**src/sv/awu_pkg.sv**
```systemverilog
package awu_pkg;

  // field and store widths
  localparam int NUM_WEIGHTS_DEF = 4096;
  localparam int IDX_W    = 12;
  localparam int DATA_W   = 32;
  localparam int M2_W     = 48;
  localparam int PWR_W    = 32;
  localparam int LR_W     = 24;
  localparam int BETA_W   = 16;
  localparam int EPS_W    = 32;
  localparam int S_TDATA_W = 80;
  localparam int M_TDATA_W = 48;
  localparam int APB_AW   = 4;
  localparam int APB_DW   = 32;

  // shared long divider and square root
  localparam int DIV_N_W   = 80;
  localparam int DIV_D_W   = 41;
  localparam int DIV_Q_W   = 49;
  localparam int DIV_CNT_W = 7;
  localparam int SQ_W      = 64;
  localparam int ROOT_W    = 32;
  localparam int SQ_CNT_W  = 5;

  // register reset values
  localparam logic [LR_W-1:0]   LR_RST  = 24'd16777;
  localparam logic [BETA_W-1:0] B1_RST  = 16'd58982;
  localparam logic [BETA_W-1:0] B2_RST  = 16'd65470;
  localparam logic [EPS_W-1:0]  EPS_RST = 32'd43;
  localparam logic [PWR_W-1:0]  PWR_ONE = 32'h8000_0000;

  typedef enum logic [1:0] {
    REG_LR  = 2'd0,
    REG_B1  = 2'd1,
    REG_B2  = 2'd2,
    REG_EPS = 2'd3
  } cfg_reg_t;

  typedef enum logic [4:0] {
    ST_IDLE,
    ST_MOD,
    ST_READ,
    ST_M1A,
    ST_M1B,
    ST_GSQ,
    ST_M2A,
    ST_M2B,
    ST_M2C,
    ST_M2D,
    ST_WB,
    ST_D1,
    ST_D1W,
    ST_D2,
    ST_D2W,
    ST_SQ,
    ST_SQW,
    ST_NUM,
    ST_D3,
    ST_D3W,
    ST_FIN
  } awu_state_t;

endpackage

```
**src/sv/awu_sqrt.sv**
```systemverilog
// Integer square root, two radicand bits per cycle.
module awu_sqrt import awu_pkg::*; (
  input  logic              clk,
  input  logic              rst,
  input  logic              start,
  input  logic [SQ_W-1:0]   radicand,
  output logic              done,
  output logic [ROOT_W-1:0] root
);

  logic                busy;
  logic [SQ_CNT_W-1:0] cnt;
  logic [SQ_W-1:0]     v;
  logic [SQ_W-1:0]     res;
  logic [SQ_W-1:0]     bitv;
  logic [SQ_W-1:0]     sum;
  logic                ge;

  assign sum = res + bitv;
  assign ge  = v >= sum;

  // control
  always_ff @(posedge clk) begin
    if (rst) begin
      busy <= 1'b0;
      done <= 1'b0;
      cnt  <= '0;
    end else begin
      done <= 1'b0;
      if (start) begin
        busy <= 1'b1;
        cnt  <= '0;
      end else if (busy) begin
        cnt <= cnt + 1'b1;
        if (cnt == SQ_CNT_W'(SQ_W / 2 - 1)) begin
          busy <= 1'b0;
          done <= 1'b1;
        end
      end
    end
  end

  // digit recurrence
  always_ff @(posedge clk) begin
    if (start) begin
      v    <= radicand;
      res  <= '0;
      bitv <= SQ_W'(1) << (SQ_W - 2);
    end else if (busy) begin
      if (ge) begin
        v   <= v - sum;
        res <= (res >> 1) + bitv;
      end else begin
        res <= res >> 1;
      end
      bitv <= bitv >> 2;
    end
  end

  assign root = res[ROOT_W-1:0];

endmodule

```
**config.mk**
```make
export PLATFORM = sky130hd
export DESIGN_NAME = awu_sqrt
export DESIGN_NICKNAME = d
export VERILOG_FILES = /design/src/sv/awu_pkg.sv /design/src/sv/awu_sqrt.sv
export SDC_FILE = /design/constraint.sdc
export NUM_CORES = 1
export LEC_CHECK = 0
export BUFFER_PORTS_ARGS = -buffer_cell sky130_fd_sc_hd__clkbuf_2
export CORE_MARGIN = 2
export CORE_UTILIZATION = 49
export CTS_CLUSTER_DIAMETER = 100
export DETAILED_ROUTE_END_ITERATION = 10
export PLACE_DENSITY = 0.69
export SYNTH_ARGS = -nofsm -noshare
export SYNTH_HDL_FRONTEND = slang
export SYNTH_SLANG_ARGS = --single-unit
```
**constraint.sdc**
```tcl
create_clock -name clk -period 8.8 [get_ports clk]
set_input_delay 1.32 -clock clk [delete_from_list [all_inputs] [get_ports clk]]
set_output_delay 1.32 -clock clk [all_outputs]
set_load 0.005 [all_outputs]
```
==> After elaboration in Yosys (flattened, before gate mapping) <==
Cells that the tools add are included.
{ "word_totals": {"ff_bits": 167, "in_bits": 67, "out_inout_bits": 33, "wordCells": 26} }
{ "op_classes": {"add_sub_neg": 4, "n_lt_le_gt_ge": 1, "n_eq_ne": 1, "muxes": 8, "bitwise": 1, "n_reduce_logical": 5} }
{ "ops": {"columns": ["cell", "n"], "rows": [
  ["64-bit two-way mux", 4],
  ["63-bit by 63-bit adder with 64-bit output", 1],
  ["64-bit by 63-bit adder with 64-bit output", 1],
  ["64-bit greater-or-equal comparator", 1],
  ["64-bit subtractor", 1],
  ["5-bit by 1-bit adder with 5-bit output, second input constant", 1],
  ["5-bit == test, second input constant", 1],
  ["1-bit two-way mux", 4],
  ["2-bit nonzero test", 2],
  ["3-bit OR reduction", 1],
  ["2-bit AND reduction", 1],
  ["2-bit OR reduction", 1],
  ["1-bit NOT", 1]
]} }

==> Longest topological paths before layout <==
{ "depth": {"depth_word": 5, "ltp_mapped": 25, "mapped_depth_nobuf": 22} }

==> Worst setup path before layout <==
No wires, ideal clock.
{ "synth_timing": {"kind": "flip-flop to flip-flop", "startpoint": "register res[2]", "endpoint": "register v[0] (enable)", "setup_ps": 574, "arrival_time_ps": 9122, "required_ps": 8226, "slack_ps": -896, "stages_incl_launch_ff": 22, "n_path_buf": 3, "period_less_slack_ps": 9696, "path_cell_list": "dfxtp_1 -> ha_1 -> a31o_2 -> a31oi_1 -> o21ai_1 -> a21bo_2 -> a21o_1 -> a31oi_1 -> o21ai_0 -> xnor2_1 -> ha_1 -> clkbuf_1 -> nand4_1 -> or2_1 -> or4_1 -> o21ai_0 -> nand2_1 -> a31oi_1 -> o22ai_2 -> buf_2 -> clkbuf_1 -> o21ai_0"} }
{ "synth_between": {"elab_chain_len": 4} }
{ "synth_lines": {"columns": ["element", "line", "source"], "rows": [
  ["start: declaration", "awu_sqrt.sv:14", "logic [SQ_W-1:0] res;"],
  ["start signal: assignment", "awu_sqrt.sv:52", "res <= (res >> 1) + bitv;"],
  ["start signal: assignment", "awu_sqrt.sv:54", "res <= res >> 1;"],
  ["64-bit by 63-bit adder with 64-bit output", "awu_sqrt.sv:19", "assign sum = res + bitv;"],
  ["64-bit greater-or-equal comparator", "awu_sqrt.sv:20", "assign ge = v >= sum;"],
  ["2-bit nonzero test (no source line)", null, null],
  ["2-bit AND reduction (no source line)", null, null],
  ["end signal: assignment", "awu_sqrt.sv:46", "v <= radicand;"],
  ["end signal: assignment", "awu_sqrt.sv:51", "v <= v - sum;"],
  ["end: declaration", "awu_sqrt.sv:13", "logic [SQ_W-1:0] v;"]
]} }
Every way passes these cells.
A chain may end at the register's enable or synchronous reset.

==> Worst setup path after layout <==
{ "layout_timing": {"startpoint": "register res[2]", "endpoint": "register v[57] (enable)"} }
Same word-level chain as after synthesis.

==> flow_metrics.py <==
metrics = {
    "outcome": {
        "status": "finished, final reports clean",
    },
    "clocking": {
        "ctsRootBufferMaster": "clkbuf_16",
        "worstSkewPairLatency_ps": 460,
        "cts-resized-gates": 0,
        "tritoncts": "done",
        "clk_path_buf_depth": 2,
        "clock-sinks": 167,
        "clkSlewWorstSetupHoldPaths_ps": 70,
        "postCtsHoldBufs": 0,
        "cts_max_level": 4,
        "post-cts-setup-buffer-count": 0,
        "cts_buffers": 17,
    },
    "sta": {
        "rsz0062_at_grt": "false",
        "tns_ps": 0,
        "worstMarginPinSlew_ps": 967,
        "finalHoldViolCount": 0,
        "setup_viol": 0,
        "timing.hold.ws_ps": 508,
        "max_slew_margin_pct": 35.0,
        "period_share_pct": 84.3,
        "slew_viol_final": 0,
        "max_freq_ghz": 0.135,
        "finalCriticalPeriod_ps": 7420,
        "fin_skew_ps": 13.3,
    },
    "critical_path": {
        "crit_fanout": 43,
        "cp-start-kind": "flop",
        "worstSetupPathType": "flop to flop",
        "r2r_slack_ps": 1380,
        "cp.arrival_ps": 7560,
        "worstRegToRegCells": 18,
        "endpoint_kind": "flop",
        "cp_data_required_time_ps": 8940,
    },
    "logic_synthesis": {
        "synth.largest_area_cell": "dfxtp_1",
        "synth_top_area_share_pct": 13.6,
        "ys_seq_elements": 167,
        "synth.avg_cell_area_um2": 7.81,
        "synth_edf_count": 64,
        "yosysSeqAreaShare_pct": 26.3,
        "ys_warn_count": 0,
        "netlist_area_um2": 15200,
        "ys_types": 75,
        "synthesis.instances": 1944,
        "netlist_top_cells_area": "dfxtp_1 14%, edfxtp_1 13%, ha_1 11%, o21ai_0 5.6%, nand2_1 5.5%",
        "synthFlopType": "dfxtp_1",
        "synth_async_sr_flop_share_pct": 0,
        "syn_nets": 2144,
    },
    "floorplan": {
        "die_x_um": 180,
        "coreArea_um2": 30500,
        "io_pins": 100,
        "die_h_um": 180,
        "start_util_pct": 49.7,
        "die-area_um2": 32400,
        "num_rows": 64,
    },
    "drt": {
        "drt_wl_total_um": 41900,
        "firstDrtPassIters": 5,
        "vias_per_cell": 6.04,
        "drc": 0,
        "num_vias": 14200,
        "drt-initial-drc-count": 1088,
        "antenna_left": 0,
        "wire_per_inst_um": 17.9,
    },
    "cells_and_area": {
        "final_core_util_pct": 53.0,
        "fillers": 2958,
        "fin_nets": 2133,
        "final_common_cell": "nand2_1",
        "final_cell_mix": "222 x nand2_1, 217 x nor2_1, 168 x o21ai_0",
        "synthToLayoutAreaGrowth_pct": 6.62,
        "ff_latch_area_um2": 3990,
        "multiInputGateArea_um2": 10400,
        "final_layout_size_suffix_gt1_share_pct": 8.95,
        "postLayoutCellArea_um2": 16200,
    },
    "pwr": {
        "p_sw_share_pct": 46.4,
        "power_mw": 4.70,
        "clockPowerShare_pct": 16.1,
        "ir_worst_vdd_mv": 0.365,
        "seq_power_share_pct": 26.3,
        "p_leak_nw": 6.12,
        "combPwrFrac_pct": 57.5,
        "p_int_mw": 2.52,
        "powerDensity_nw_per_um2": 290,
        "p_switching_mw": 2.18,
    },
    "global_route": {
        "grt_pass1_wl_um": 67500,
        "grt_max_degree": 124,
        "antenna_found_initial": 1,
        "grt_pass1_vias": 13100,
        "grt_overflow": 0,
        "track_usage_pct": 25.3,
    },
    "placement": {
        "gp_congestion": 0.919,
        "placed_area_um2": 15600,
        "portBuffers": 99,
        "dp_hpwl_um": 31500,
    },
    "flow_run": {
        "cap_violations": 0,
    },
    "min_path": {
        "hold_path_depth": 2,
        "hp-class": "flop to flop",
    },
}
cell usage after synthesis (11+ instances only):
| cell | number |
|---|---|
| a21oi_1 | 139 |
| a31oi_1 | 53 |
| ha_1 | 132 |
| edfxtp_1 | 64 |
| clkbuf_1 | 81 |
| o21bai_1 | 25 |
| inv_1 | 39 |
| xor2_1 | 62 |
| nand3_1 | 31 |
| nor2_1 | 217 |
| nor2b_1 | 21 |
| nor3_1 | 33 |
| nand2b_1 | 17 |
| nor4_1 | 12 |
| buf_4 | 32 |
| nand4_1 | 39 |
| o21a_1 | 22 |
| a311oi_1 | 22 |
| a211oi_1 | 38 |
| a221oi_1 | 13 |
| mux2i_1 | 49 |
| dfxtp_1 | 103 |
| nand2_1 | 222 |
| xnor2_1 | 84 |
| or3_1 | 19 |
| o31ai_1 | 11 |
| a31o_2 | 16 |
| a21o_1 | 24 |
| buf_2 | 12 |
| o21ai_0 | 169 |
cells by family after synthesis:
kind of cell	count (synthesis)	synth area share, %
xor gates and xnor gates	146	8.43
buffers and inverters	176	5.39
muxes	54	3.60
DFF	167	26.3
adders and majority gates	133	11.0
AOI/OAI and AO/OA	605	25.4
and+or+nand+nor	663	19.9
critical path, cell delays in order, from the launching register on:
cell	delay, ps
dfxtp_1	370
ha_1	360
a21o_1	150
a31oi_1	130
o21ai_0	520
a21oi_1	270
o31ai_1	870
nand2_1	190
xor2_1	200
ha_1	420
nand4_1	150
or2_1	400
or4_1	620
o21ai_0	600
nand2_1	120
a31oi_1	450
o22ai_4	180
o21ai_4	730
buf_12	350
layout make-up:
cell class / instances / area share, %
clock inverter: 10 / 0.503
clock buffer: 21 / 3.05
timing repair buffer: 105 / 3.53
inverter: 41 / 0.951
antenna: 2 / 0.0309
multi-input combinational: 1601 / 64.2
tap: 396 / 3.06
sequential: 167 / 24.6
worst paths after layout:
path	startpoint	end
worst max-delay path	res[2]	v[57]
worst min-delay path	cnt[4]	cnt[4]
worst max register to register	res[2]	v[57]
worst min register to register	cnt[4]	cnt[4]
state kept, by name, indices dropped and copies added (netlist names):
signal  cells
v          64
bitv       32
cnt         5
res        64
busy        1
done        1
through the flow:
step | std cells | setup slack [ps]
global placement | 2310 | 1410
finish | 2343 | 1380
global route | 2341 | 964
detailed placement | 2310 | 1350
floorplan | 1944 | 833
CTS | 2341 | 1340
power by group through the flow:
stage	clock, mW	combinational (mW)	sequential, mW
floorplan	0	2.15	1.17
global placement	0	2.64	1.25
detailed placement	0	2.66	1.24
CTS	0.773	2.68	1.23
global route	0.808	3.03	1.26
finish	0.758	2.70	1.24
layer usage:
metal	vias to the layer above	wire [um]	part of all wire [%]	global-route usage, %
met5	-	0	0	0
met4	0	867	2.1	7.06
met3	57	1960	4.7	3.87
met2	359	18800	45	40.3
met1	6619	20300	48	35.4
li1	7120	-	-	-
Power figures use the tool's default switching activity.
