`src/sv/awu_pkg.sv`:
```
package awu_pkg;

  // field and store widths
  localparam int NUM_WEIGHTS_DEF = 4096;
  localparam int IDX_W    = 12;
  localparam int DATA_W   = 32;
  localparam int M2_W     = 48;
  localparam int PWR_W    = 32;
  localparam int LR_W     = 24;
  localparam int BETA_W   = 16;
  localparam int EPS_W    = 32;
  localparam int S_TDATA_W = 80;
  localparam int M_TDATA_W = 48;
  localparam int APB_AW   = 4;
  localparam int APB_DW   = 32;

  // shared long divider and square root
  localparam int DIV_N_W   = 80;
  localparam int DIV_D_W   = 41;
  localparam int DIV_Q_W   = 49;
  localparam int DIV_CNT_W = 7;
  localparam int SQ_W      = 64;
  localparam int ROOT_W    = 32;
  localparam int SQ_CNT_W  = 5;

  // register reset values
  localparam logic [LR_W-1:0]   LR_RST  = 24'd16777;
  localparam logic [BETA_W-1:0] B1_RST  = 16'd58982;
  localparam logic [BETA_W-1:0] B2_RST  = 16'd65470;
  localparam logic [EPS_W-1:0]  EPS_RST = 32'd43;
  localparam logic [PWR_W-1:0]  PWR_ONE = 32'h8000_0000;

  typedef enum logic [1:0] {
    REG_LR  = 2'd0,
    REG_B1  = 2'd1,
    REG_B2  = 2'd2,
    REG_EPS = 2'd3
  } cfg_reg_t;

  typedef enum logic [4:0] {
    ST_IDLE,
    ST_MOD,
    ST_READ,
    ST_M1A,
    ST_M1B,
    ST_GSQ,
    ST_M2A,
    ST_M2B,
    ST_M2C,
    ST_M2D,
    ST_WB,
    ST_D1,
    ST_D1W,
    ST_D2,
    ST_D2W,
    ST_SQ,
    ST_SQW,
    ST_NUM,
    ST_D3,
    ST_D3W,
    ST_FIN
  } awu_state_t;

endpackage

```
`src/sv/awu_div.sv`:
```
// Restoring divider: quotient = min(floor(dividend / divisor), cap).
// One quotient bit per cycle over the whole dividend width.
module awu_div import awu_pkg::*; (
  input  logic               clk,
  input  logic               rst,
  input  logic               start,
  input  logic [DIV_N_W-1:0] dividend,
  input  logic [DIV_D_W-1:0] divisor,
  input  logic [DIV_Q_W-1:0] cap,
  output logic               done,
  output logic [DIV_Q_W-1:0] quotient
);

  logic                 busy;
  logic [DIV_CNT_W-1:0] cnt;
  logic [DIV_N_W-1:0]   num_sh;
  logic [DIV_D_W-1:0]   dsr;
  logic [DIV_Q_W-1:0]   cap_r;
  logic [DIV_D_W-1:0]   rem;
  logic [DIV_Q_W:0]     q;
  logic                 sat;

  logic [DIV_D_W:0]     trial;
  logic                 ge;
  logic [DIV_D_W-1:0]   rem_next;
  logic [DIV_Q_W:0]     q_shift;

  // one restoring step
  always_comb begin
    trial    = {rem, num_sh[DIV_N_W-1]};
    ge       = trial >= {1'b0, dsr};
    rem_next = ge ? DIV_D_W'(trial - {1'b0, dsr}) : trial[DIV_D_W-1:0];
    q_shift  = {q[DIV_Q_W-1:0], ge};
  end

  // control
  always_ff @(posedge clk) begin
    if (rst) begin
      busy <= 1'b0;
      done <= 1'b0;
      cnt  <= '0;
    end else begin
      done <= 1'b0;
      if (start) begin
        busy <= 1'b1;
        cnt  <= '0;
      end else if (busy) begin
        cnt <= cnt + 1'b1;
        if (cnt == DIV_CNT_W'(DIV_N_W - 1)) begin
          busy <= 1'b0;
          done <= 1'b1;
        end
      end
    end
  end

  // datapath; quotient freezes once it passes the cap
  always_ff @(posedge clk) begin
    if (start) begin
      num_sh <= dividend;
      dsr    <= divisor;
      cap_r  <= cap;
      rem    <= '0;
      q      <= '0;
      sat    <= 1'b0;
    end else if (busy) begin
      num_sh <= {num_sh[DIV_N_W-2:0], 1'b0};
      rem    <= rem_next;
      if (!sat) begin
        q <= q_shift;
        if (q_shift > {1'b0, cap_r}) begin
          sat <= 1'b1;
        end
      end
    end
  end

  assign quotient = sat ? cap_r : q[DIV_Q_W-1:0];

endmodule

```
`config.mk`:
```
export PLATFORM = sky130hd
export DESIGN_NAME = awu_div
export DESIGN_NICKNAME = d
export VERILOG_FILES = /design/src/sv/awu_pkg.sv /design/src/sv/awu_div.sv
export SDC_FILE = /design/constraint.sdc
export NUM_CORES = 1
export LEC_CHECK = 0
export BUFFER_PORTS_ARGS = -buffer_cell sky130_fd_sc_hd__buf_2
export CAP_MARGIN = 20
export CORE_ASPECT_RATIO = 1.4
export CORE_MARGIN = 4
export CORE_UTILIZATION = 36
export DETAILED_ROUTE_END_ITERATION = 12
export GPL_TIMING_DRIVEN = 0
export PLACE_DENSITY = 0.61
export SYNTH_ARGS = -nofsm -noshare
export SYNTH_HDL_FRONTEND = slang
export SYNTH_SLANG_ARGS = --single-unit
```
`constraint.sdc`:
```
create_clock -name clk -period 5.1 [get_ports clk]
set_input_delay 0.765 -clock clk [delete_from_list [all_inputs] [get_ports clk]]
set_output_delay 0.765 -clock clk [all_outputs]
set_load 0.01 [all_outputs]
```
# After elaboration in Yosys (flattened, before gate mapping)
# Index checks and enable logic that the tools add are counted.
[op_classes]
addsub = 2
n_lt_le_gt_ge = 2
n_eq_ne = 1
muxes = 10
n_bitwise = 2
n_reduce_logical = 4
[ops]
columns = ["operator", "n"]
rows = [
  ["$mux 80", 2],
  ["$gt 50x49->1", 1],
  ["$mux 49", 1],
  ["$ge 42x41->1", 1],
  ["$mux 41", 1],
  ["$sub 41x41->41", 1],
  ["$add 7x1->7 const B", 1],
  ["$eq 7x7->1 const B", 1],
  ["$mux 1", 6],
  ["$reduce_or 3->1", 1],
  ["$not 1->1", 2],
  ["$reduce_and 2->1", 1],
  ["$reduce_bool 2->1", 1],
  ["$reduce_or 2->1", 1],
]
[word_totals]
reg_bits = 270
input_bits = 173

# Logic depth before layout (Yosys ltp)
# Gate-level depths: netlist of the first run.
[depth]
depth_word = 4
ltp_mapped = 24

# Least setup slack after synthesis of the first run
# Ideal clock, no wire load.
[synth_path]
path_type = "reg-to-reg"
from = "reg num_sh[79]"
to = "reg sat"
setup_ns = 0.086
arrival_time_ns = 3.884
slack_ns = 1.130
path_stages_with_launch = 24
cell_sequence = "edfxtp_1 -> inv_1 -> ha_1 -> fa_1 -> nand2b_1 -> a21oi_1 -> o211ai_2 -> nand3_1 -> a31oi_1 -> o2111a_2 -> nor2_4 -> inv_2 -> buf_2 -> buf_2 -> ha_1 -> nand2b_1 -> a21oi_1 -> a211oi_1 -> o21a_1 -> o21a_1 -> o21ai_0 -> a221o_1 -> o21ai_0 -> a211oi_1"
[synth_via]
elab_chain_len = 4
[synth_rtl]
columns = ["element", "line_no", "source"]
rows = [
  ["from (decl)", "awu_div.sv:16", "logic [DIV_N_W-1:0] num_sh;"],
  ["from (signal assigned)", "awu_div.sv:60", "num_sh <= dividend;"],
  ["from (signal assigned)", "awu_div.sv:67", "num_sh <= {num_sh[DIV_N_W-2:0], 1'b0};"],
  ["$ge 42x41->1", "awu_div.sv:31", "ge = trial >= {1'b0, dsr};"],
  ["$gt 50x49->1", "awu_div.sv:71", "if (q_shift > {1'b0, cap_r}) begin"],
  ["$mux 1", "awu_div.sv:71", ""],
  ["$mux 1", "awu_div.sv:69", "if (!sat) begin"],
  ["to (signal assigned)", "awu_div.sv:65", "sat <= 1'b0;"],
  ["to (signal assigned)", "awu_div.sv:72", "sat <= 1'b1;"],
  ["to (decl)", "awu_div.sv:21", "logic sat;"],
]
# No other way between the ends.
# A chain may end at the register's enable or synchronous reset.

# Final worst setup path of the first run
# Same ends and word-level chain as after synthesis.

==> flow_summary.ini, run 1 <==
[cells_and_area]
fillCellCount = 3823
final_util_pct = 43.8
nets = 1906
area_delta_synth_final_pct = 20.0
drive_gt1_share_pct = 25.8
multi_input_comb_area_sq_um = 6670
final-seq-area_sq_um = 7110

[clocking]
cts_sinks = 270
clk_pin_slew_ns = 0.06
cts_root_buffer = clkbuf_16
h-tree-depth = 1
cts_made_buffers = 30
post_cts_buffers = 0
cts_tree = built
holdBufCountCts = 0
cts_buffer_depth = 3
insertion_delay_ns = 0.58

[setup_path]
path_max_fanout = 10
worstSetupEndpointType = register
crit_arrival_ns = 5.35
critPathLaunch = num_sh[79]$_DFFE_PP_
cp_slowest_cell = edfxtp_1
r2r-start = num_sh[79]$_DFFE_PP_
crit_type = register to register
path_cells = inv_1 -> ha_1 -> fa_1 -> nand2b_1 -> a21oi_2 -> o211ai_2 -> nand3_1 -> a31oi_2 -> o2111a_2 -> nor2_4 -> inv_2 -> buf_2 -> clkbuf_4 -> ha_1 -> nand2b_1 -> a21oi_1 -> a211oi_1 -> o21a_1 -> o21a_1 -> o21ai_2 -> a221o_1 -> o21ai_0 -> a211oi_1
worst_r2r_path_depth = 23
r2r_slack_ns = 0.23
crit_cells = 23
cpPeakStageDelay_ns = 0.39
start_kind = register
crit_required_ns = 5.58
crit_buf_inv = 4
crit_family = compound AO/OA/AOI/OAI gates

[flow_run]
drv_cap = 0

[floorplanning]
ioPinCount = 223
dieArea_sq_um = 43300
initial_utilization_pct = 36.5
row_count = 86
die_x_um = 177
coreArea_sq_um = 39500
die_h_um = 245

[hold_path]
min_delay_path_depth = 1
hold_path_class = input port to register
worstHoldStart = divisor[21]

[timing]
rsz0062_at_grt = false
maxSlewViolCount = 0
relSlewSlack_pct = 47.1
hold_viol = 0
fin_setup_tns_ns = 0
setup_viol = 0
tightest_slew_ns = 0.793
period_needed_ns = 4.87
fin_ws_ns = 0.230
max_clock_freq_ghz = 0.205
post-route-period-util_pct = 95.5
fin_worst_skew_ns = 0.0191

[routing]
drt_iter0_drc = 606
first_pass_iters = 6
routedWlPerCell_um = 17.4
vias = 11167
antenna_left = 0
drc_errors = 0
drt_wl_total_mm = 38.2
viasPerCell = 5.09

[logic_synthesis]
synthesis.nets = 1650
async_flop_share_pct = 0
synth-seq-cells = 270
avgSynthCellArea_sq_um = 10.4
syn_area_sq_um = 14400
seq_area_frac_synth_pct = 49.3
synth_cell_types = 68
synthFlopType = edfxtp_1
ys_warn_count = 0
synth_edf_count = 170
synth_cells = 1385

[placed_design]
gp_congestion = 0.875
pre_cts_ws_ns = -0.208
io_buffer_count = 222
hpwl_mm = 28.3

[grt]
first_global_vias = 11470
grt_max_degree = 60
overflow = 0
grt_pass1_wl_mm = 59.9
antenna_found_initial = 5
grtUsageTotal_pct = 17.0

[run_status]
run_status = completed

[power_and_ir_drop]
power_density_nw_per_um2 = 323
ir_worst_vdd_mv = 0.288
power_leakage_nw = 7.45
[cell usage in the layout, fill, tap and decap left out, types with 18 or more instances in the layout]
cell type,netlist,layout
mux2_2,130,130
clkbuf_1,57,61
nand4_1,22,22
ha_1,91,91
nand3_1,27,27
o21ai_0,33,32
a21o_1,44,44
a311oi_1,26,26
edfxtp_1,170,170
inv_1,102,102
a21oi_1,116,115
clkbuf_16,0,31
dfxtp_1,100,100
buf_2,8,228
nand2_1,186,186
nor3_1,18,18
nor2_1,69,69
[repair_timing]
item | CTS | global route
pin swaps | 0 | 0
gates cloned | 0 | 0
resized for setup | 2 | 3
endpoints found under the setup margin | 1 | 1
[metal layers]
metal	wire length (um)	global-route usage, %	vias to the layer above
met4	1010	5.35	4
met3	2290	3.00	64
li1	-	-	5531
met2	19300	30.9	281
met1	15500	20.3	5287
met5	27	0	-
[synthesized netlist by cell type (3+ instances only)]
library cell	number	area (sq um)
a21oi_1	116	581
a211oi_1	14	105
nor2_1	69	259
nor4_1	3	18.8
edfxtp_1	170	5100
nand4_1	22	138
a2bb2oi_1	3	26.3
o21ai_0	33	165
o311a_1	3	30.0
mux2i_1	4	40.0
o21a_1	11	82.6
a21o_1	44	330
or3_1	9	56.3
o211ai_1	11	82.6
nor2b_1	8	50.1
clkbuf_1	57	214
buf_2	8	40.0
nand3_1	27	135
xnor2_1	14	123
o21bai_1	13	97.6
and3_1	5	31.3
or2_2	5	31.3
and2_1	5	31.3
a311oi_1	26	228
xor2_1	12	105
nand2_1	186	698
ha_1	91	1140
dfxtp_1	100	2000
nand2b_1	16	100
nor3_1	18	90.1
inv_1	102	383
mux2_2	130	1460
a31oi_1	5	31.3
[worst paths after layout]
check	end
hold reg to reg	q[35]$_SDFFE_PP0P_
setup / recovery	sat$_SDFFE_PP0P_
setup reg to reg	sat$_SDFFE_PP0P_
hold / removal	dsr[21]$_DFFE_PP_
[power breakdown]
part           leakage [nW]  internal [W]  total [W]  switching [W]
Sequential             2.50       0.00250    0.00256      0.0000652
Combinational          4.47      0.000319   0.000767       0.000448
Clock                 0.491       0.00131    0.00225       0.000948
Total                  7.45       0.00412    0.00558        0.00146
[layout make-up]
class	instances	area share, %
Clock buffer	37	4.73
Clock inverter	19	1.23
Tap cell	528	3.82
Buffer	68	1.56
Antenna cell	3	0.0434
Sequential cell	270	41.1
Timing Repair Buffer	224	6.76
Multi-Input combinational cell	944	38.6
Inverter	103	2.23
[sequential cells by signal, indices dropped and copies added, names as in the netlist]
signal	cells
num_sh	80
cap_r	49
q	49
dsr	41
rem	41
cnt	7
busy	1
done	1
sat	1
[stage by stage]
step	area [sq um]	std cells	hold WS [ns]	total power [W]
2_1_floorplan	14400	1385	0.448	0.00311
5_1_grt	17300	2195	0.331	0.00586
3_3_place_gp	16200	2135	0.469	0.00335
6_report	17300	2196	0.359	0.00558
3_5_place_dp	16200	2137	0.485	0.00337
4_1_cts	17300	2193	0.321	0.00567
[logic make-up after synthesis]
| kind of cell | after synthesis | share of synthesized area (%) |
|---|---|---|
| buffers and inverters | 171 | 4.53 |
| and+or+nand+nor | 385 | 12.1 |
| muxes | 134 | 10.4 |
| DFF | 270 | 49.3 |
| xor gates and xnor gates | 26 | 1.58 |
| adders and majority gates | 92 | 8.04 |
| AOI/OAI and AO/OA | 307 | 14.0 |
Note: power is estimated with default switching activity, not from simulation.
==> inputs of run 2 (changes only) <==
--- a/config.mk
+++ b/config.mk
@@ -13,6 +13,7 @@
 export DETAILED_ROUTE_END_ITERATION = 12
 export GPL_TIMING_DRIVEN = 0
 export PLACE_DENSITY = 0.61
+export REMOVE_ABC_BUFFERS = 1
 export SYNTH_ARGS = -nofsm -noshare
 export SYNTH_HDL_FRONTEND = slang
 export SYNTH_SLANG_ARGS = --single-unit
==> run 2 against run 1 <==
Cell area down 0.93%. Hold slack better by 0.0018 ns. First-iteration DRC count down 8.6%. Via count down 2.9%. Critical endpoint unchanged.
==> flow_summary.ini, run 2 (same netlist as run 1, synthesis figures left out) <==
[clocking]
cts_sinks = 270
holdBufCountCts = 0
cts_root_buffer = clkbuf_16
h-tree-depth = 1
insertion_delay_ns = 0.56
cts_buffer_depth = 3
cts_made_buffers = 29
clk_pin_slew_ns = 0.06
cts_tree = built

[timing]
fin_worst_skew_ns = 0.0119
max_clock_freq_ghz = 0.216
relSlewSlack_pct = 43.3
maxSlewViolCount = 0
period_needed_ns = 4.64
setup_viol = 0
post-route-period-util_pct = 90.9
hold_viol = 0
holdWs_ns = 0.361
fin_setup_tns_ns = 0
rsz0062_at_grt = false
tightest_slew_ns = 0.850

[hold_path]
worstHoldStart = rst
hold_path_class = input port to register
min_delay_path_depth = 2
hold_end = busy$_SDFF_PP0_

[floorplanning]
dieArea_sq_um = 43300
die_x_um = 177
initial_utilization_pct = 36.5
die_h_um = 245
ioPinCount = 223
row_count = 86
coreArea_sq_um = 39500

[routing]
viasPerCell = 5.08
drt_iter0_drc = 554
routedWlPerCell_um = 16.4
drc_errors = 0
antenna_left = 0
vias = 10846
drt_wl_total_mm = 35.0
first_pass_iters = 5

[cells_and_area]
largest_reg_flops = 80
fin_area_sq_um = 17100
final_util_pct = 43.4
nets = 1847
area_delta_synth_final_pct = 18.9
layout_common_cells = 221 x buf_2, 186 x nand2_1, 170 x edfxtp_1, 130 x mux2_2, 116 x a21oi_1
multi_input_comb_area_sq_um = 6680
reg_top3 = num_sh: 80 flops, cap_r: 49 flops, q: 49 flops
regMostFlops = num_sh
fillCellCount = 3854
final-seq-area_sq_um = 7110
layout_commonest_cell = buf_2
drive_gt1_share_pct = 26.7

[setup_path]
path_max_fanout = 43
r2r-start = num_sh[79]$_DFFE_PP_
r2r_slack_ns = 0.46
crit_required_ns = 5.52
rr_endpoint = sat$_SDFFE_PP0P_
crit_arrival_ns = 5.06
start_kind = register
worst_r2r_path_depth = 22
crit_type = register to register
worstSetupEndpointType = register

[flow_run]
drv_cap = 0

[power_and_ir_drop]
power_density_nw_per_um2 = 316
power_leakage_nw = 7.41
ir_worst_vdd_mv = 0.257

[grt]
grt_max_degree = 124
antenna_found_initial = 15
first_global_vias = 11131
overflow = 0
grtUsageTotal_pct = 15.8
grt_pass1_wl_mm = 56.2

[placed_design]
gp_congestion = 0.884
io_buffer_count = 222
hpwl_mm = 24.9
place_area_sq_um = 16100

[run_status]
run_status = completed
[run 2: how the worst max path moves through the flow]
stage                        end                  from  slack, ns
3_5_place_dp    sat$_SDFFE_PP0P_  num_sh[79]$_DFFE_PP_      -0.59
3_3_place_gp   q[0]$_SDFFE_PP0P_       busy$_SDFF_PP0_      -2.18
6_report        sat$_SDFFE_PP0P_  num_sh[79]$_DFFE_PP_       0.46
5_1_grt         sat$_SDFFE_PP0P_  num_sh[79]$_DFFE_PP_       0.10
2_1_floorplan   sat$_SDFFE_PP0P_  num_sh[79]$_DFFE_PP_       0.81
4_1_cts         sat$_SDFFE_PP0P_  num_sh[79]$_DFFE_PP_     0.0007
[run 2: per-layer routing]
metal / global-route usage, % / part of all wire (%)
met5: 0 / 0.35
met2: 28.4 / 51
met1: 17.5 / 39
met4: 5.26 / 2.9
met3: 5.21 / 7.4
[run 2: report_power, final]
| part | leakage, nW | switching [W] | internal [W] | total (W) |
|---|---|---|---|---|
| clock | 0.468 | 0.000876 | 0.00123 | 0.00211 |
| sequential | 2.50 | 0.0000605 | 0.00250 | 0.00256 |
| combinational | 4.44 | 0.000430 | 0.000323 | 0.000754 |
| total | 7.41 | 0.00137 | 0.00405 | 0.00542 |
[run 2: worst max-delay path: stages (launching register included)]
cell      delay, ns
edfxtp_1       0.43
inv_1          0.08
ha_1           0.18
fa_1           0.20
nand2b_1       0.16
a21oi_1        0.14
o211ai_2       0.23
nand3_1        0.19
a31oi_2        0.32
o2111a_2       0.33
nor2_4         0.07
buf_12         0.17
inv_4          0.37
ha_1           0.23
nand2b_1       0.10
a21oi_1        0.06
a211oi_1       0.28
o21a_1         0.15
o21a_1         0.11
o21ai_0        0.07
a221o_1        0.36
o21ai_0        0.17
a211oi_1       0.09
[run 2: layout make-up]
type                            instances  area share, %
Sequential cell                       270           41.5
Multi-Input combinational cell        945           39.0
Timing Repair Buffer                  233           7.78
Clock buffer                           34           4.52
Tap cell                              528           3.85
Inverter                              103           2.27
Clock inverter                         20           1.05
Antenna cell                            4         0.0584
[run 2: repair_timing]
item | CTS | global route
setup buffers | 0 | 4
resized for setup | 1 | 1
setup endpoints to repair | 1 | 1
cloned | 1 | 0
pin swaps | 1 | 1
[run 2: stage by stage]
stage	cells	power, W	setup slack (ns)
final	2137	0.00542	0.462
after CTS	2129	0.00550	0.000746
after floorplan	1317	0.00308	0.806
after global routing	2137	0.00569	0.100
after global placement	2067	0.00334	-2.18
after detailed placement	2074	0.00335	-0.588
==> inputs of run 3 (changes only) <==
--- a/config.mk
+++ b/config.mk
@@ -6,13 +6,13 @@
 export NUM_CORES = 1
 export LEC_CHECK = 0
 export BUFFER_PORTS_ARGS = -buffer_cell sky130_fd_sc_hd__buf_2
-export CAP_MARGIN = 20
+export CAP_MARGIN = 40
 export CORE_ASPECT_RATIO = 1.4
 export CORE_MARGIN = 4
 export CORE_UTILIZATION = 36
 export DETAILED_ROUTE_END_ITERATION = 12
 export GPL_TIMING_DRIVEN = 0
-export PLACE_DENSITY = 0.61
+export PLACE_DENSITY = 0.63
 export REMOVE_ABC_BUFFERS = 1
 export SYNTH_ARGS = -nofsm -noshare
 export SYNTH_HDL_FRONTEND = slang
==> constraint.sdc (replaced) <==
create_clock -name clk -period 4.2 [get_ports clk]
set_input_delay 0.63 -clock clk [delete_from_list [all_inputs] [get_ports clk]]
set_output_delay 0.63 -clock clk [all_outputs]
set_load 0.01 [all_outputs]
==> run 3 against run 2 <==
Setup slack lost 0.17 ns. Fmax up 19%. Hold slack got worse by 0.13 ns. Sequential cell count unchanged. Power increased by 25%. Die area stayed put. Sequential power is 21% higher. Critical endpoint unchanged. Highest routed layer unchanged.
==> flow_summary.ini, run 3 (same netlist as run 1, synthesis figures left out) <==
[setup_path]
crit_required_ns = 4.67
cp_slowest_cell = edfxtp_1
worst_r2r_path_depth = 21
worstSetupEndpointType = register
path_cells = inv_1 -> ha_1 -> fa_2 -> nand2b_4 -> a21oi_4 -> o211ai_2 -> nand3_2 -> a31oi_4 -> o2111a_2 -> nor2_4 -> inv_8 -> ha_1 -> nand2b_1 -> a21oi_2 -> a211oi_2 -> o21a_1 -> o21a_1 -> o21ai_1 -> a221o_1 -> o21ai_0 -> a211oi_1
rr_endpoint = sat$_SDFFE_PP0P_
crit_type = register to register
cpPeakStageDelay_ns = 0.39
path_max_fanout = 5
start_kind = register
r2r-start = num_sh[79]$_DFFE_PP_
crit_arrival_ns = 4.38
r2r_slack_ns = 0.29

[power_and_ir_drop]
power_leakage_nw = 7.49
combPwrFrac_pct = 13.8
p_int_w = 0.00509
ir_worst_vdd_mv = 0.285
power_density_nw_per_um2 = 391
power_switching_w = 0.00170
p_seq_share_pct = 45.8
switching_share_pct = 25.0
total_power_w = 0.00679
power_frac_clock_pct = 40.4

[cells_and_area]
layout_commonest_cell = buf_2
reg_top3 = num_sh: 80 flops, cap_r: 49 flops, q: 49 flops
layout_common_cells = 221 x buf_2, 186 x nand2_1, 170 x edfxtp_1, 130 x mux2_2, 112 x a21oi_1
drive_gt1_share_pct = 27.7
nets = 1853
fillCellCount = 3809
regMostFlops = num_sh
area_delta_synth_final_pct = 20.4
final_cells = 2144
fin_area_sq_um = 17400
largest_reg_flops = 80

[floorplanning]
die_h_um = 245
coreArea_sq_um = 39500
die_x_um = 177
row_count = 86
ioPinCount = 223
initial_utilization_pct = 36.5
dieArea_sq_um = 43300

[hold_path]
min_delay_path_depth = 2
worstHoldStart = rst
hold_end = busy$_SDFF_PP0_
hold_path_class = input port to register

[run_status]
run_status = completed

[clocking]
h-tree-depth = 1
cts_buffer_depth = 3
clk_pin_slew_ns = 0.06
cts_tree = built
cts_sinks = 270
insertion_delay_ns = 0.56
cts_made_buffers = 30
cts_root_buffer = clkbuf_16

[routing]
drt_iter0_drc = 512
drt_wl_total_mm = 35.3
vias = 10980
routedWlPerCell_um = 16.5
viasPerCell = 5.12
drc_errors = 0
antenna_left = 0
first_pass_iters = 5

[placed_design]
hpwl_mm = 25.6
gp_congestion = 0.870
place_area_sq_um = 16200
io_buffer_count = 222
placed_cells = 2076

[timing]
relSlewSlack_pct = 45.2
maxSlewViolCount = 0
max_clock_freq_ghz = 0.256
setup_viol = 0
tightest_slew_ns = 0.820
rsz0062_at_grt = false
period_needed_ns = 3.91
hold_viol = 0
post-route-period-util_pct = 93.1
fin_worst_skew_ns = 0.0145

[grt]
overflow = 0
grtUsageTotal_pct = 16.0
first_global_vias = 11327
antenna_found_initial = 18
grt_max_degree = 111
grt_pass1_wl_mm = 57.2

[flow_run]
drv_cap = 0
[run 3: final cells by class]
type / count / area, sq um / share of cell area (%)
Clock inverter: 21 / 244 / 1.41
Tap cell: 528 / 661 / 3.81
Timing Repair Buffer: 239 / 1410 / 8.15
Clock buffer: 34 / 787 / 4.53
Inverter: 103 / 394 / 2.27
Antenna cell: 5 / 12.5 / 0.0721
Multi-Input combinational cell: 944 / 6730 / 38.8
Sequential cell: 270 / 7110 / 41.0
[run 3: timing repair]
item / 4_1_cts / 5_1_grt
setup endpoints to repair: 1 / 1
buffers inserted: 4 / 4
hold buffers: 0 / 0
gates resized for setup: 6 / 13
pin swaps: 3 / 6
[run 3: power groups by stage]
stage / Sequential, W / Clock, W / Combinational [W]
3_3_place_gp: 0.00319 / 0 / 0.000866
6_report: 0.00311 / 0.00274 / 0.000938
4_1_cts: 0.00311 / 0.00284 / 0.000929
2_1_floorplan: 0.00315 / 0 / 0.000593
5_1_grt: 0.00313 / 0.00295 / 0.00105
3_5_place_dp: 0.00317 / 0 / 0.000912
[run 3: metrics by stage]
step / TNS [ns] / worst slack, ns / hold slack [ns] / util, %
2_1_floorplan: -0.205 / -0.0940 / 0.446 / -
4_1_cts: 0 / 0.0112 / 0.194 / 43.7
5_1_grt: 0 / 0.0886 / 0.208 / 43.9
6_report: 0 / 0.291 / 0.227 / 43.9
3_5_place_dp: -0.575 / -0.575 / 0.479 / 41.0
3_3_place_gp: -629.48 / -3.14 / 0.469 / 40.3
[run 3: per-layer routing]
layer / vias to the layer above / GRT usage (%) / share of wire [%]
li1: 5419 / - / -
met1: 5179 / 18.0 / 39
met2: 274 / 28.6 / 50
met3: 88 / 5.19 / 7.5
met4: 20 / 5.31 / 3.0
met5: - / 0 / 0.39
[run 3: how the worst max path moves through the flow]
stage / startpoint / cells after the start / endpoint
2_1_floorplan: num_sh[79]$_DFFE_PP_ / 21 / sat$_SDFFE_PP0P_
3_3_place_gp: busy$_SDFF_PP0_ / 3 / q[0]$_SDFFE_PP0P_
3_5_place_dp: num_sh[79]$_DFFE_PP_ / 21 / sat$_SDFFE_PP0P_
4_1_cts: num_sh[79]$_DFFE_PP_ / 21 / sat$_SDFFE_PP0P_
5_1_grt: num_sh[79]$_DFFE_PP_ / 21 / sat$_SDFFE_PP0P_
6_report: num_sh[79]$_DFFE_PP_ / 21 / sat$_SDFFE_PP0P_
[run 3: worst max-delay path, delay by kind of cell (launching register included)]
| family | cells | cell delay [ns] |
|---|---|---|
| AOI/OAI and AO/OA | 12 | 1.93 |
| adders and majority gates | 3 | 0.74 |
| buffers and inverters | 2 | 0.11 |
| DFF | 1 | 0.39 |
| and+or+nand+nor | 4 | 0.69 |
